<file path="src/rtl/u8s_pkg.sv">
// Shared types and constants for the UTF-8 text sanitizer.
`timescale 1ns / 1ps
`default_nettype none

package u8s_pkg;

    localparam logic [7:0] QMARK_CHAR   = 8'h3F;
    localparam logic [7:0] SPACE_CHAR   = 8'h20;
    localparam logic [7:0] CTRL_LIMIT   = 8'h20;
    localparam int         JOB_LANES    = 4;
    localparam int         QUEUE_DEPTH  = 4;

    typedef struct packed {
        logic [7:0] byte_in;
        logic       last_byte;
    } in_t;

    typedef struct packed {
        logic [7:0] byte_out;
        logic       last_out;
        logic       any_changed;
    } out_t;

    // One burst of output bytes caused by one input byte.
    typedef struct packed {
        logic [JOB_LANES-1:0][7:0] data;
        logic [2:0]                count;
        logic                      last;
        logic                      changed;
    } job_t;

    typedef struct packed {
        logic valid;
        logic ready;
    } hs_t;

endpackage

`default_nettype wire

</file>
<file path="src/rtl/u8s_front.sv">
// Front end: UTF-8 sequence tracking and output burst formation.
`timescale 1ns / 1ps
`default_nettype none

module u8s_front
    import u8s_pkg::*;
(
    input  wire logic aclk,
    input  wire logic aresetn,
    input  wire logic in_accept,
    input  wire in_t  in_data,
    output logic      push_valid,
    output job_t      push_job
);

    logic [7:0] held_reg [3];
    logic [7:0] held_next [3];
    logic [1:0] hcnt_reg, hcnt_next;
    logic [1:0] need_reg, need_next;
    logic       chg_reg, chg_next;

    logic [7:0] b;
    logic       fr_emit, fr_hold, fr_chg;
    logic [1:0] fr_need;
    logic [7:0] fr_byte;
    logic [7:0] lo, hi;
    logic       cont_ok;

    logic [2:0] pre_cnt;
    logic       pre_held;
    logic       tail;
    logic [7:0] tail_byte;
    logic       chg_total;

    assign b = in_data.byte_in;

    // Classification of a byte met as the start of a new sequence.
    always_comb begin
        fr_emit = 1'b0;
        fr_hold = 1'b0;
        fr_chg  = 1'b0;
        fr_need = 2'd0;
        fr_byte = b;
        if (b == 8'h00) begin
            fr_emit = 1'b1;
            fr_byte = QMARK_CHAR;
            fr_chg  = 1'b1;
        end else if (b < 8'h80) begin
            fr_emit = 1'b1;
            if (b < CTRL_LIMIT) begin
                fr_byte = SPACE_CHAR;
                fr_chg  = 1'b1;
            end
        end else if (b inside {[8'hC2:8'hDF]}) begin
            fr_hold = 1'b1;
            fr_need = 2'd1;
        end else if (b inside {[8'hE0:8'hEF]}) begin
            fr_hold = 1'b1;
            fr_need = 2'd2;
        end else if (b inside {[8'hF0:8'hF4]}) begin
            fr_hold = 1'b1;
            fr_need = 2'd3;
        end else begin
            fr_emit = 1'b1;
            fr_byte = QMARK_CHAR;
            fr_chg  = 1'b1;
        end
    end

    // The second byte of some sequences has a narrower legal range.
    always_comb begin
        lo = 8'h80;
        hi = 8'hBF;
        if (hcnt_reg == 2'd1) begin
            case (held_reg[0])
                8'hE0:   lo = 8'hA0;
                8'hED:   hi = 8'h9F;
                8'hF0:   lo = 8'h90;
                8'hF4:   hi = 8'h8F;
                default: ;
            endcase
        end
        cont_ok = (b >= lo) && (b <= hi);
    end

    always_comb begin
        held_next = held_reg;
        hcnt_next = hcnt_reg;
        need_next = need_reg;
        chg_next  = chg_reg;
        pre_cnt   = 3'd0;
        pre_held  = 1'b0;
        tail      = 1'b0;
        tail_byte = fr_byte;
        chg_total = chg_reg;

        if (hcnt_reg == 2'd0 || need_reg == 2'd0) begin
            tail      = fr_emit;
            chg_total = chg_reg | fr_chg;
            if (fr_hold) begin
                held_next[0] = b;
                hcnt_next    = 2'd1;
                need_next    = fr_need;
            end else begin
                hcnt_next = 2'd0;
                need_next = 2'd0;
            end
        end else if (cont_ok) begin
            if (need_reg == 2'd1) begin
                pre_cnt   = {1'b0, hcnt_reg};
                pre_held  = 1'b1;
                tail      = 1'b1;
                tail_byte = b;
                hcnt_next = 2'd0;
                need_next = 2'd0;
            end else if (hcnt_reg < 2'd3) begin
                held_next[hcnt_reg] = b;
                hcnt_next = hcnt_reg + 2'd1;
                need_next = need_reg - 2'd1;
            end
        end else begin
            // Failed sequence: every held byte becomes '?', then restart on b.
            pre_cnt   = {1'b0, hcnt_reg};
            tail      = fr_emit;
            chg_total = 1'b1;
            if (fr_hold) begin
                held_next[0] = b;
                hcnt_next    = 2'd1;
                need_next    = fr_need;
            end else begin
                hcnt_next = 2'd0;
                need_next = 2'd0;
            end
        end

        if (in_data.last_byte) begin
            // Whatever is still held at the end of the string becomes '?'.
            if (hcnt_next != 2'd0) begin
                pre_cnt   = pre_cnt + {1'b0, hcnt_next};
                chg_total = 1'b1;
            end
            held_next[0] = 8'h00;
            held_next[1] = 8'h00;
            held_next[2] = 8'h00;
            hcnt_next    = 2'd0;
            need_next    = 2'd0;
            chg_next     = 1'b0;
        end else begin
            chg_next = chg_total;
        end
    end

    always_comb begin
        for (int i = 0; i < 3; i++) begin
            if (3'(i) < pre_cnt) begin
                push_job.data[i] = pre_held ? held_reg[i] : QMARK_CHAR;
            end else begin
                push_job.data[i] = tail_byte;
            end
        end
        push_job.data[3] = (pre_cnt == 3'd4) ? QMARK_CHAR : tail_byte;
        push_job.count   = pre_cnt + {2'b00, tail};
        push_job.last    = in_data.last_byte;
        push_job.changed = chg_total;
        push_valid       = in_accept && (push_job.count != 3'd0);
    end

    always_ff @(posedge aclk) begin
        if (!aresetn) begin
            held_reg[0] <= 8'h00;
            held_reg[1] <= 8'h00;
            held_reg[2] <= 8'h00;
            hcnt_reg    <= 2'd0;
            need_reg    <= 2'd0;
            chg_reg     <= 1'b0;
        end else if (in_accept) begin
            held_reg <= held_next;
            hcnt_reg <= hcnt_next;
            need_reg <= need_next;
            chg_reg  <= chg_next;
        end
    end

endmodule

`default_nettype wire

</file>
<file path="src/rtl/u8s_queue.sv">
// Short burst queue between the front end and the output serializer.
`timescale 1ns / 1ps
`default_nettype none

module u8s_queue
    import u8s_pkg::*;
(
    input  wire logic aclk,
    input  wire logic aresetn,
    input  wire logic push_valid,
    input  wire job_t push_job,
    output logic      full,
    output hs_t       pop_hs,
    input  wire logic pop_ready,
    output job_t      pop_job
);

    localparam int PW = $clog2(QUEUE_DEPTH);

    job_t          mem_reg [QUEUE_DEPTH];
    logic [PW-1:0] wr_ptr_reg, wr_ptr_next;
    logic [PW-1:0] rd_ptr_reg, rd_ptr_next;
    logic [PW:0]   cnt_reg, cnt_next;
    logic          do_pop;

    assign full         = (cnt_reg == (PW+1)'(QUEUE_DEPTH));
    assign pop_hs.valid = (cnt_reg != '0);
    assign pop_hs.ready = pop_ready;
    assign pop_job      = mem_reg[rd_ptr_reg];
    assign do_pop       = pop_hs.valid && pop_ready;

    always_comb begin
        wr_ptr_next = push_valid ? wr_ptr_reg + 1'b1 : wr_ptr_reg;
        rd_ptr_next = do_pop ? rd_ptr_reg + 1'b1 : rd_ptr_reg;
        cnt_next    = cnt_reg + (PW+1)'(push_valid) - (PW+1)'(do_pop);
    end

    always_ff @(posedge aclk) begin
        if (push_valid) begin
            mem_reg[wr_ptr_reg] <= push_job;
        end
    end

    always_ff @(posedge aclk) begin
        if (!aresetn) begin
            wr_ptr_reg <= '0;
            rd_ptr_reg <= '0;
            cnt_reg    <= '0;
        end else begin
            wr_ptr_reg <= wr_ptr_next;
            rd_ptr_reg <= rd_ptr_next;
            cnt_reg    <= cnt_next;
        end
    end

endmodule

`default_nettype wire

</file>
<file path="src/rtl/u8s_back.sv">
// Back end: serializes each queued burst into single output bytes.
`timescale 1ns / 1ps
`default_nettype none

module u8s_back
    import u8s_pkg::*;
(
    input  wire logic aclk,
    input  wire logic aresetn,
    input  wire hs_t  pop_hs,
    input  wire job_t pop_job,
    output logic      pop_ready,
    output logic      m_valid,
    input  wire logic m_ready,
    output out_t      m_data
);

    job_t       job_reg;
    logic [1:0] idx_reg, idx_next;
    logic       valid_reg, valid_next;
    logic       final_lane;
    logic       load;

    assign final_lane = ({1'b0, idx_reg} == (job_reg.count - 3'd1));
    assign pop_ready  = !valid_reg || (m_ready && final_lane);
    assign load       = pop_hs.valid && pop_hs.ready;

    always_comb begin
        idx_next   = idx_reg;
        valid_next = valid_reg;
        if (load) begin
            idx_next   = 2'd0;
            valid_next = 1'b1;
        end else if (valid_reg && m_ready) begin
            if (final_lane) begin
                valid_next = 1'b0;
            end else begin
                idx_next = idx_reg + 2'd1;
            end
        end
    end

    always_ff @(posedge aclk) begin
        if (load) begin
            job_reg <= pop_job;
        end
    end

    always_ff @(posedge aclk) begin
        if (!aresetn) begin
            idx_reg   <= 2'd0;
            valid_reg <= 1'b0;
        end else begin
            idx_reg   <= idx_next;
            valid_reg <= valid_next;
        end
    end

    assign m_valid            = valid_reg;
    assign m_data.byte_out    = job_reg.data[idx_reg];
    assign m_data.last_out    = job_reg.last && final_lane;
    assign m_data.any_changed = job_reg.last && final_lane && job_reg.changed;

endmodule

`default_nettype wire

</file>
<file path="src/rtl/utf8_text_sanitizer_top.sv">
// Top level of the UTF-8 text sanitizer.
//
// The block takes a string one byte per transaction on the s_ channel and
// returns a cleaned copy, one byte per transaction, on the m_ channel. Each
// input byte yields exactly one output byte: valid UTF-8 passes unchanged,
// bytes of a broken or unfinished sequence become '?', a NUL byte becomes
// '?' too, and other control bytes below 0x20 become a space. The output
// transaction flagged last_out closes the string and carries any_changed.
//
// The front end keeps the sequence state and turns each input byte into a
// burst of zero to four output bytes; a four-entry queue holds the bursts
// and the back end drains them one byte per cycle unless m_ready stalls it.
// A lone byte passes through a queue entry and the back end's job register; a
// multibyte sequence is held until its final byte arrives and leaves as a burst.
// Throughput is one byte per cycle without stalls, set by the single output lane.
//
// A synchronous active-low reset empties the queue and clears the sequence
// state. When the receiver stalls, the current byte holds on m_data, the
// queue fills, and s_ready drops only once all four queue entries are used.
`timescale 1ns / 1ps
`default_nettype none

module utf8_text_sanitizer_top
    import u8s_pkg::*;
(
    input  wire logic aclk,
    input  wire logic aresetn,
    input  wire logic s_valid,
    output logic      s_ready,
    input  wire in_t  s_data,
    output logic      m_valid,
    input  wire logic m_ready,
    output out_t      m_data
);

    logic push_valid;
    job_t push_job;
    logic q_full;
    hs_t  pop_hs;
    logic pop_ready;
    job_t pop_job;
    logic in_accept;

    // The queue only refuses a burst when every entry is taken.
    assign s_ready   = !q_full;
    assign in_accept = s_valid && s_ready;

    u8s_front u_front (
        .aclk       (aclk),
        .aresetn    (aresetn),
        .in_accept  (in_accept),
        .in_data    (s_data),
        .push_valid (push_valid),
        .push_job   (push_job)
    );

    u8s_queue u_queue (
        .aclk       (aclk),
        .aresetn    (aresetn),
        .push_valid (push_valid),
        .push_job   (push_job),
        .full       (q_full),
        .pop_hs     (pop_hs),
        .pop_ready  (pop_ready),
        .pop_job    (pop_job)
    );

    u8s_back u_back (
        .aclk      (aclk),
        .aresetn   (aresetn),
        .pop_hs    (pop_hs),
        .pop_job   (pop_job),
        .pop_ready (pop_ready),
        .m_valid   (m_valid),
        .m_ready   (m_ready),
        .m_data    (m_data)
    );

endmodule

`default_nettype wire

</file>
<file path="config.mk">
export PLATFORM = sky130hd
export DESIGN_NAME = utf8_text_sanitizer_top
export DESIGN_NICKNAME = d
export VERILOG_FILES = /design/src/rtl/u8s_pkg.sv /design/src/rtl/u8s_front.sv /design/src/rtl/u8s_queue.sv /design/src/rtl/u8s_back.sv /design/src/rtl/utf8_text_sanitizer_top.sv
export SDC_FILE = /design/constraint.sdc
export NUM_CORES = 1
export LEC_CHECK = 0
export BUFFER_PORTS_ARGS = -buffer_cell sky130_fd_sc_hd__buf_2
export CAP_MARGIN = 15
export CORE_MARGIN = 4
export CORE_UTILIZATION = 55
export DETAILED_ROUTE_END_ITERATION = 8
export GPL_TIMING_DRIVEN = 0
export PLACE_DENSITY = 0.75
export SLEW_MARGIN = 20
export SYNTH_ARGS = -nofsm -noshare
export SYNTH_HDL_FRONTEND = slang
export SYNTH_SLANG_ARGS = --single-unit
</file>
<file path="constraint.sdc">
create_clock -name aclk -period 11.4 [get_ports aclk]
set_input_delay 2.85 -clock aclk [delete_from_list [all_inputs] [get_ports aclk]]
set_output_delay 2.85 -clock aclk [all_outputs]
set_load 0.05 [all_outputs]
</file>
==> reports/summary.txt, run 1 <==
Top cells by area, synth: edfxtp_1 (58%), mux4_2 (11%), dfxtp_1 (8.1%), ha_1 (2.1%), mux2i_1 (1.7%)
Via Count: 5430
Reg area: 6340 µm²
# resized after CTS: 0
Post-Route Skew: 0.0160 ns
Clock Latency Late Sink: 0.51 ns
Final setup violation count: 0
Commonest cells post-synth: edfxtp_1 (185), mux4_2 (45), dfxtp_1 (39)
Top FF cell, synth: edfxtp_1
Share of cells above drive strength 1: 21.9%
Tmin final: 7.21 ns
MaxCap Viol Count: 0
Final-layout fill cell count: 1194
First-pass GRT wire length: 31.5 mm
Clock slew at the register clock pins of the worst setup and hold paths: 0.06 ns
Slew Viols, Final: 0
H-tree Lvls: 1
Register area share after synthesis: 65.9%
Core area: 17200 µm²
Die Area: 19700 µm²
Power Dens Cells: 214 nW/µm²
Multi-input logic area: 3050 µm²
Post-CTS Setup Inserts: 0
CTS buffer count: 23
Num Clock Sinks: 224
Hold/Removal Path Class: flop to flop
Number of global-route vias before repair: 5624
Critical Path Start Type: input port
Initial DRC Count: 548
Routed length per instance: 22.5 µm
Hold_buf cts: 0
Critical path peak fanout: 10
Maximum VDD drop: 133 µV
Period Utilization, post-route: 63.2%
Num ports: 25
Synth Warn #: 0
Syn Inst Count: 598
Register bit total from synthesis: 224
Post-Route WL: 20.0 mm
Asr flop ratio synth: 0%
Height of the chip: 140 µm
Power Total: 2.32 mW
Post-synth EDFFs: 185
Final Hold Viols: 0
Antenna cells: 0
Critical path arrival: 7.60 ns
Largest net degree at the start of global routing: 24
Via/cell ratio: 6.11
Syn avg cell area: 16.1 µm²
FMAX: 139 MHz
Crit. End Element: flop
Slew headroom: 33.2%
Yosys top cell area share: 57.8%
Final antenna-violating net count: 0
Total negative slack: 0 ns
Final instance area: 10800 µm²
Post-Place Worst Slack: 3.73 ns
Initial antenna violation count: 0
Synth area leader: edfxtp_1
Layout overhead on the synthesized area: 12.6%
Row cnt: 48
HPWL after DPL: 13.3 mm
RSZ-0062 raised after global routing: false
Drc violations: 0
Hold Crit Depth: 1
Largest register FFs: 148
Outcome: finished, final reports clean
Die Width: 140 µm
Netlist cell types: 71
Root Buffer: clkbuf_16
Clk buf depth: 3
Most common cell in the synthesized netlist: edfxtp_1
Global placement routability congestion: 0.943
Remaining Overflow, GRT: 0
Nets: 677
All-Layer GR Usage: 20.7%
Netlist Area Pre-Place: 9620 µm²
PortBufs: 18
Starting density of the core: 55.8%
Crit Path Class: input port to flop
Net Count, Synth: 629
Final WS setup: 4.19 ns
WP data required: 11.79 ns
R2r worst-path depth: 24
DP Area: 10100 µm²
Slew @ Worst Pin: 1.00 ns
Pleak: 3.67 nW
CTS tree: built
Pre-Repair DR Iteration Count: 5
-- through the flow --
step                      utilization, %  hold WS, ns  cells
after floorplan                        -        0.426    598
after global placement              57.9        0.437    841
after detailed placement            58.8        0.447    846
after CTS                           62.8        0.462    888
after global routing                62.8        0.475    888
final                               62.8        0.463    888
-- logic make-up (layout without fill, tap and decap cells) --
kind of cell               Yosys count  in the layout  synth area share (%)
and+or+nand+nor                    130            130                  7.16
adders and majority gates           18             18                  2.50
AOI/OAI and AO/OA                  104            104                  8.76
xor gates and xnor gates            10             10                 0.911
muxes                               61             61                  12.2
buffers and inverters               51            116                  2.58
DFF                                224            224                  65.9
-- cell usage in the layout, fill, tap and decap left out, types with 14 or more instances in the layout --
| master | n |
|---|---|
| dfxtp_1 | 39 |
| buf_2 | 26 |
| clkbuf_1 | 21 |
| nor2_1 | 30 |
| a21oi_1 | 14 |
| inv_1 | 16 |
| nand2_1 | 37 |
| edfxtp_1 | 185 |
| mux2i_1 | 16 |
| clkbuf_16 | 23 |
| ha_1 | 16 |
| mux4_2 | 45 |
-- layer usage --
metal  part of all wire [%]  track usage [%]
met1                     41             28.5
met2                     51             34.9
met3                    5.7             2.73
met5                      0                0
met4                    2.7             6.07
-- critical path: stages --
cell      delay [ns]
buf_2           0.09
buf_2           0.24
inv_1           0.09
ha_1            0.20
nor2b_1         0.12
o31a_1          0.25
o21ai_1         0.23
o41ai_1         0.42
ha_1            0.25
fa_1            0.47
o211ai_2        0.14
nand2_1         0.13
ha_1            0.38
nor2_1          0.06
nand2_1         0.07
a211oi_1        0.08
a211oi_4        0.40
ha_1            0.21
inv_1           0.05
fa_1            0.41
xnor2_1         0.15
xnor2_1         0.13
and2_1          0.15
-- power by group --
group / leakage (nW) / total, mW / internal (mW) / switching (mW)
Clock: 0.320 / 0.678 / 0.382 / 0.295
Combinational: 1.34 / 0.547 / 0.211 / 0.335
Sequential: 2.01 / 1.09 / 1.05 / 0.0410
Total: 3.67 / 2.32 / 1.65 / 0.672
-- cell type report --
class / instances / share of cell area (%)
clock buffer: 32 / 5.72
clock inverter: 10 / 0.589
multi-input combinational: 323 / 28.1
inverter: 17 / 0.636
buffer: 34 / 1.69
sequential: 224 / 58.5
tap: 225 / 2.60
timing repair buffer: 23 / 2.10
-- worst paths after layout --
check	slack, ns	start	endpoint
setup reg to reg	5.53	u_front.hcnt_reg[0]	u_queue.cnt_reg[2]
hold reg to reg	0.46	u_front.held_reg[15]	u_front.held_reg[15]
setup / recovery	4.19	s_data[5]	u_queue.cnt_reg[2]
hold / removal	0.46	u_front.held_reg[15]	u_front.held_reg[15]
(Power assumes the default switching activity.)
==> inputs of run 2 (changes only) <==
--- a/config.mk
+++ b/config.mk
@@ -5,13 +5,14 @@
 export SDC_FILE = /design/constraint.sdc
 export NUM_CORES = 1
 export LEC_CHECK = 0
+export ABC_AREA = 1
 export BUFFER_PORTS_ARGS = -buffer_cell sky130_fd_sc_hd__buf_2
 export CAP_MARGIN = 15
 export CORE_MARGIN = 4
 export CORE_UTILIZATION = 55
 export DETAILED_ROUTE_END_ITERATION = 8
 export GPL_TIMING_DRIVEN = 0
-export PLACE_DENSITY = 0.75
+export PLACE_DENSITY = 0.77
 export SLEW_MARGIN = 20
 export SYNTH_ARGS = -nofsm -noshare
 export SYNTH_HDL_FRONTEND = slang
==> constraint.sdc (replaced) <==
create_clock -name aclk -period 5.78 [get_ports aclk]
set_input_delay 1.445 -clock aclk [delete_from_list [all_inputs] [get_ports aclk]]
set_output_delay 1.445 -clock aclk [all_outputs]
set_load 0.05 [all_outputs]
==> run 2 against run 1 <==
  * Largest power group unchanged
  * Area after synthesis is 0.52% lower
  * Global-route usage is 2.3 points higher
  * Critical endpoint is now u_queue.mem_reg[1][18]
  * Critical path type is now flop to flop
  * Design area is 0.46% higher
  * Highest routed layer unchanged
  * Sequential share of layout area is 0.27 points lower
  * Non-clock buffer count is 13 higher
==> reports/summary.txt, run 2 <==
Final setup violation count: 0 (unchanged)
Antenna cells: 0 (unchanged)
CTS buffer count: 23 (unchanged)
# resized after CTS: 0 (unchanged)
Netlist cell types: 36 (-49%)
Core area: 16800 µm² (-2.4%)
Logic pwr share: 27.8% (+4.2 points)
Clock slew at the register clock pins of the worst setup and hold paths: 0.06 ns (about the same)
Row cnt: 47 (-2.1%)
Top cells by area, synth: edfxtp_1 (58%), dfxtp_1 (8.2%), nor2_1 (5.7%), o21ai_0 (5.7%), nand2_1 (3.8%)
Layout overhead on the synthesized area: 13.7%
Pre-Repair DR Iteration Count: 5 (unchanged)
Net Count, Synth: 913 (+45%)
H-tree Lvls: 1 (unchanged)
PortBufs: 22 (+4)
Final-layout fill cell count: 1264 (+5.9%)
Register bit total from synthesis: 224 (unchanged)
Commonest non-fill, non-tap cell in the layout: edfxtp_1
Seq pwr share: 44.3% (-2.9 points)
Syn Inst Count: 882 (+47%)
Critical path peak fanout: 21 (+11)
Syn avg cell area: 10.8 µm² (-33%)
Slew @ Worst Pin: 0.705 ns (-0.297 ns)
Yosys top cell area share: 58.1% (+0.30 points)
Tmin final: 5.35 ns
Asr flop ratio synth: 0% (unchanged)
Most frequent cells in the layout: edfxtp_1 (185), nor2_1 (139), o21ai_0 (108), nand2_1 (98), inv_1 (69)
Hold_buf cts: 0 (unchanged)
RSZ-0062 raised after global routing: false
Die Width: 140 µm (-0.25%)
Reg-to-reg slack, setup: 0.43 ns (-5.10 ns)
Final instance area: 10900 µm² (+0.46%)
P_sw: 1.71 mW (+150%)
Initial DRC Count: 734 (+34%)
Number of global-route vias before repair: 6488 (+15%)
FMAX: 187 MHz
Synth area leader: edfxtp_1
Starting density of the core: 56.9% (+1.1 points)
MaxCap Viol Count: 0 (unchanged)
WP data required: 5.97 ns (-5.82 ns)
Final WS setup: 0.428 ns (-3.77 ns)
Slew Viols, Final: 0 (unchanged)
All-Layer GR Usage: 22.9% (+2.3 points)
Period Utilization, post-route: 92.6%
Hold/Removal Path Class: flop to flop
CTS tree: built
Clock network fraction of total power: 27.9% (-1.3 points)
Num ports: 25 (unchanged)
Most common cell in the synthesized netlist: edfxtp_1
Post-Route Skew: 0.0138 ns (-0.00220 ns)
Post-CTS Setup Inserts: 0 (unchanged)
Height of the chip: 140 µm (-0.25%)
Final core utilization: 64.7% (+1.9 points)
Die Area: 19600 µm² (-0.49%)
DP Area: 10200 µm² (+0.25%)
Top FF cell, synth: edfxtp_1
Global placement routability congestion: 0.928 (-1.6%)
Nets: 968 (+43%)
Maximum VDD drop: 266 µV (+100%)
Post-Place Worst Slack: -0.0192 ns (-3.75 ns)
Crit. End Element: flop
Clock Latency Late Sink: 0.50 ns (about the same)
Post-Route WL: 22.9 mm (+15%)
Outcome: finished, final reports clean
Num Clock Sinks: 224 (unchanged)
Power Dens Cells: 463 nW/µm² (+120%)
Netlist Area Pre-Place: 9570 µm² (-0.52%)
Hold_ws: 0.446 ns (-0.0175 ns)
First-pass GRT wire length: 35.2 mm (+12%)
Critical Path Start Type: flop
Synth Warn #: 0 (unchanged)
Slew headroom: 52.5% (+19 points)
Placed cells: 1131 (+34%)
Critical path arrival: 5.54 ns (-2.06 ns)
Largest register FFs: 148 (unchanged)
Largest net degree at the start of global routing: 24 (unchanged)
Register area share after synthesis: 66.2% (+0.34 points)
Via Count: 6851 (+26%)
Via/cell ratio: 5.84 (-4.5%)
Drc violations: 0 (unchanged)
Final Hold Viols: 0 (unchanged)
Initial antenna violation count: 0 (unchanged)
Remaining Overflow, GRT: 0 (unchanged)
Post-synth EDFFs: 185 (unchanged)
Root Buffer: clkbuf_16
Crit Path Class: flop to flop
Clk buf depth: 3 (unchanged)
HPWL after DPL: 15.6 mm (+18%)
Commonest cells post-synth: edfxtp_1 (185), nor2_1 (144), o21ai_0 (108)
Pleak: 3.98 nW (+8.5%)
Share of cells above drive strength 1: 10.4% (-11 points)
Final Instance Count excl. Fillers: 1173 (+32%)
Routed length per instance: 19.5 µm (-13%)
Final antenna-violating net count: 0 (unchanged)
Internal: 3.32 mW (+100%)
Sw Ratio: 34.0% (+5.1 points)
[run 2: worst paths after layout]
check,end,start,depth (start not counted)
worst max-delay path,u_queue.mem_reg[1][18],u_front.hcnt_reg[0],21
worst min-delay path,u_front.held_reg[14],u_front.held_reg[14],2
worst max register to register,u_queue.mem_reg[1][18],u_front.hcnt_reg[0],21
worst min register to register,u_front.held_reg[14],u_front.held_reg[14],2
[run 2: layout make-up]
| cell class | instances | area (µm²) | area share [%] |
|---|---|---|---|
| Tap cell | 220 | 275 | 2.53 |
| Multi-Input combinational cell | 547 | 2820 | 25.9 |
| Clock buffer | 32 | 629 | 5.79 |
| Sequential cell | 224 | 6340 | 58.2 |
| Buffer | 41 | 185 | 1.70 |
| Clock inverter | 9 | 76.3 | 0.702 |
| Timing Repair Buffer | 29 | 288 | 2.65 |
| Inverter | 71 | 268 | 2.46 |
[run 2: critical path, cell delays in order (launching register included)]
cell and delay [ns]:
dfxtp_1 0.42, inv_1 0.06, nor2_1 0.22, clkbuf_1 0.42, nand3_1 0.15, ha_1 0.31
inv_1 0.04, o21ai_0 0.13, nand2_1 0.08, nand2_2 0.11, nand4_4 0.12, o21ai_0 0.27
ha_1 0.21, fa_1 0.42, o21ai_2 0.23, inv_1 0.07, ha_1 0.36, nor2_1 0.06
nand3_1 0.16, nand2_1 0.34, nor2_4 0.60, buf_16 0.25
[run 2: per-layer routing]
layer	vias to the layer above	GRT usage (%)	part of all wire, %
li1	3227	-	-
met1	3259	31.6	40
met2	325	39.0	49
met3	40	3.29	9.3
met4	0	5.25	1.6
met5	-	0	0
[run 2: per-stage QoR]
step	TNS (ns)	power [mW]
5_1_grt	0	5.27
2_1_floorplan	-17.07	3.12
3_5_place_dp	-0.288	3.64
3_3_place_gp	-245.72	3.52
4_1_cts	0	5.03
6_report	0	5.03
[run 2: cells by family (layout without fill, tap and decap cells)]
family	Yosys count	count (layout)	synth area share (%)
simple gates	297	298	13.3
compound gates	227	227	12.9
flops	224	224	66.2
buf+inv	112	182	4.73
fa+ha+maj	18	18	2.51
xor+xnor	4	4	0.366
[run 2: power by group through the flow]
stage	Sequential [mW]	Combinational, mW	Clock (mW)
floorplan	2.24	0.885	0
detailed placement	2.27	1.38	0
finish	2.23	1.40	1.40
global route	2.25	1.53	1.48
CTS	2.23	1.39	1.41
global placement	2.28	1.24	0
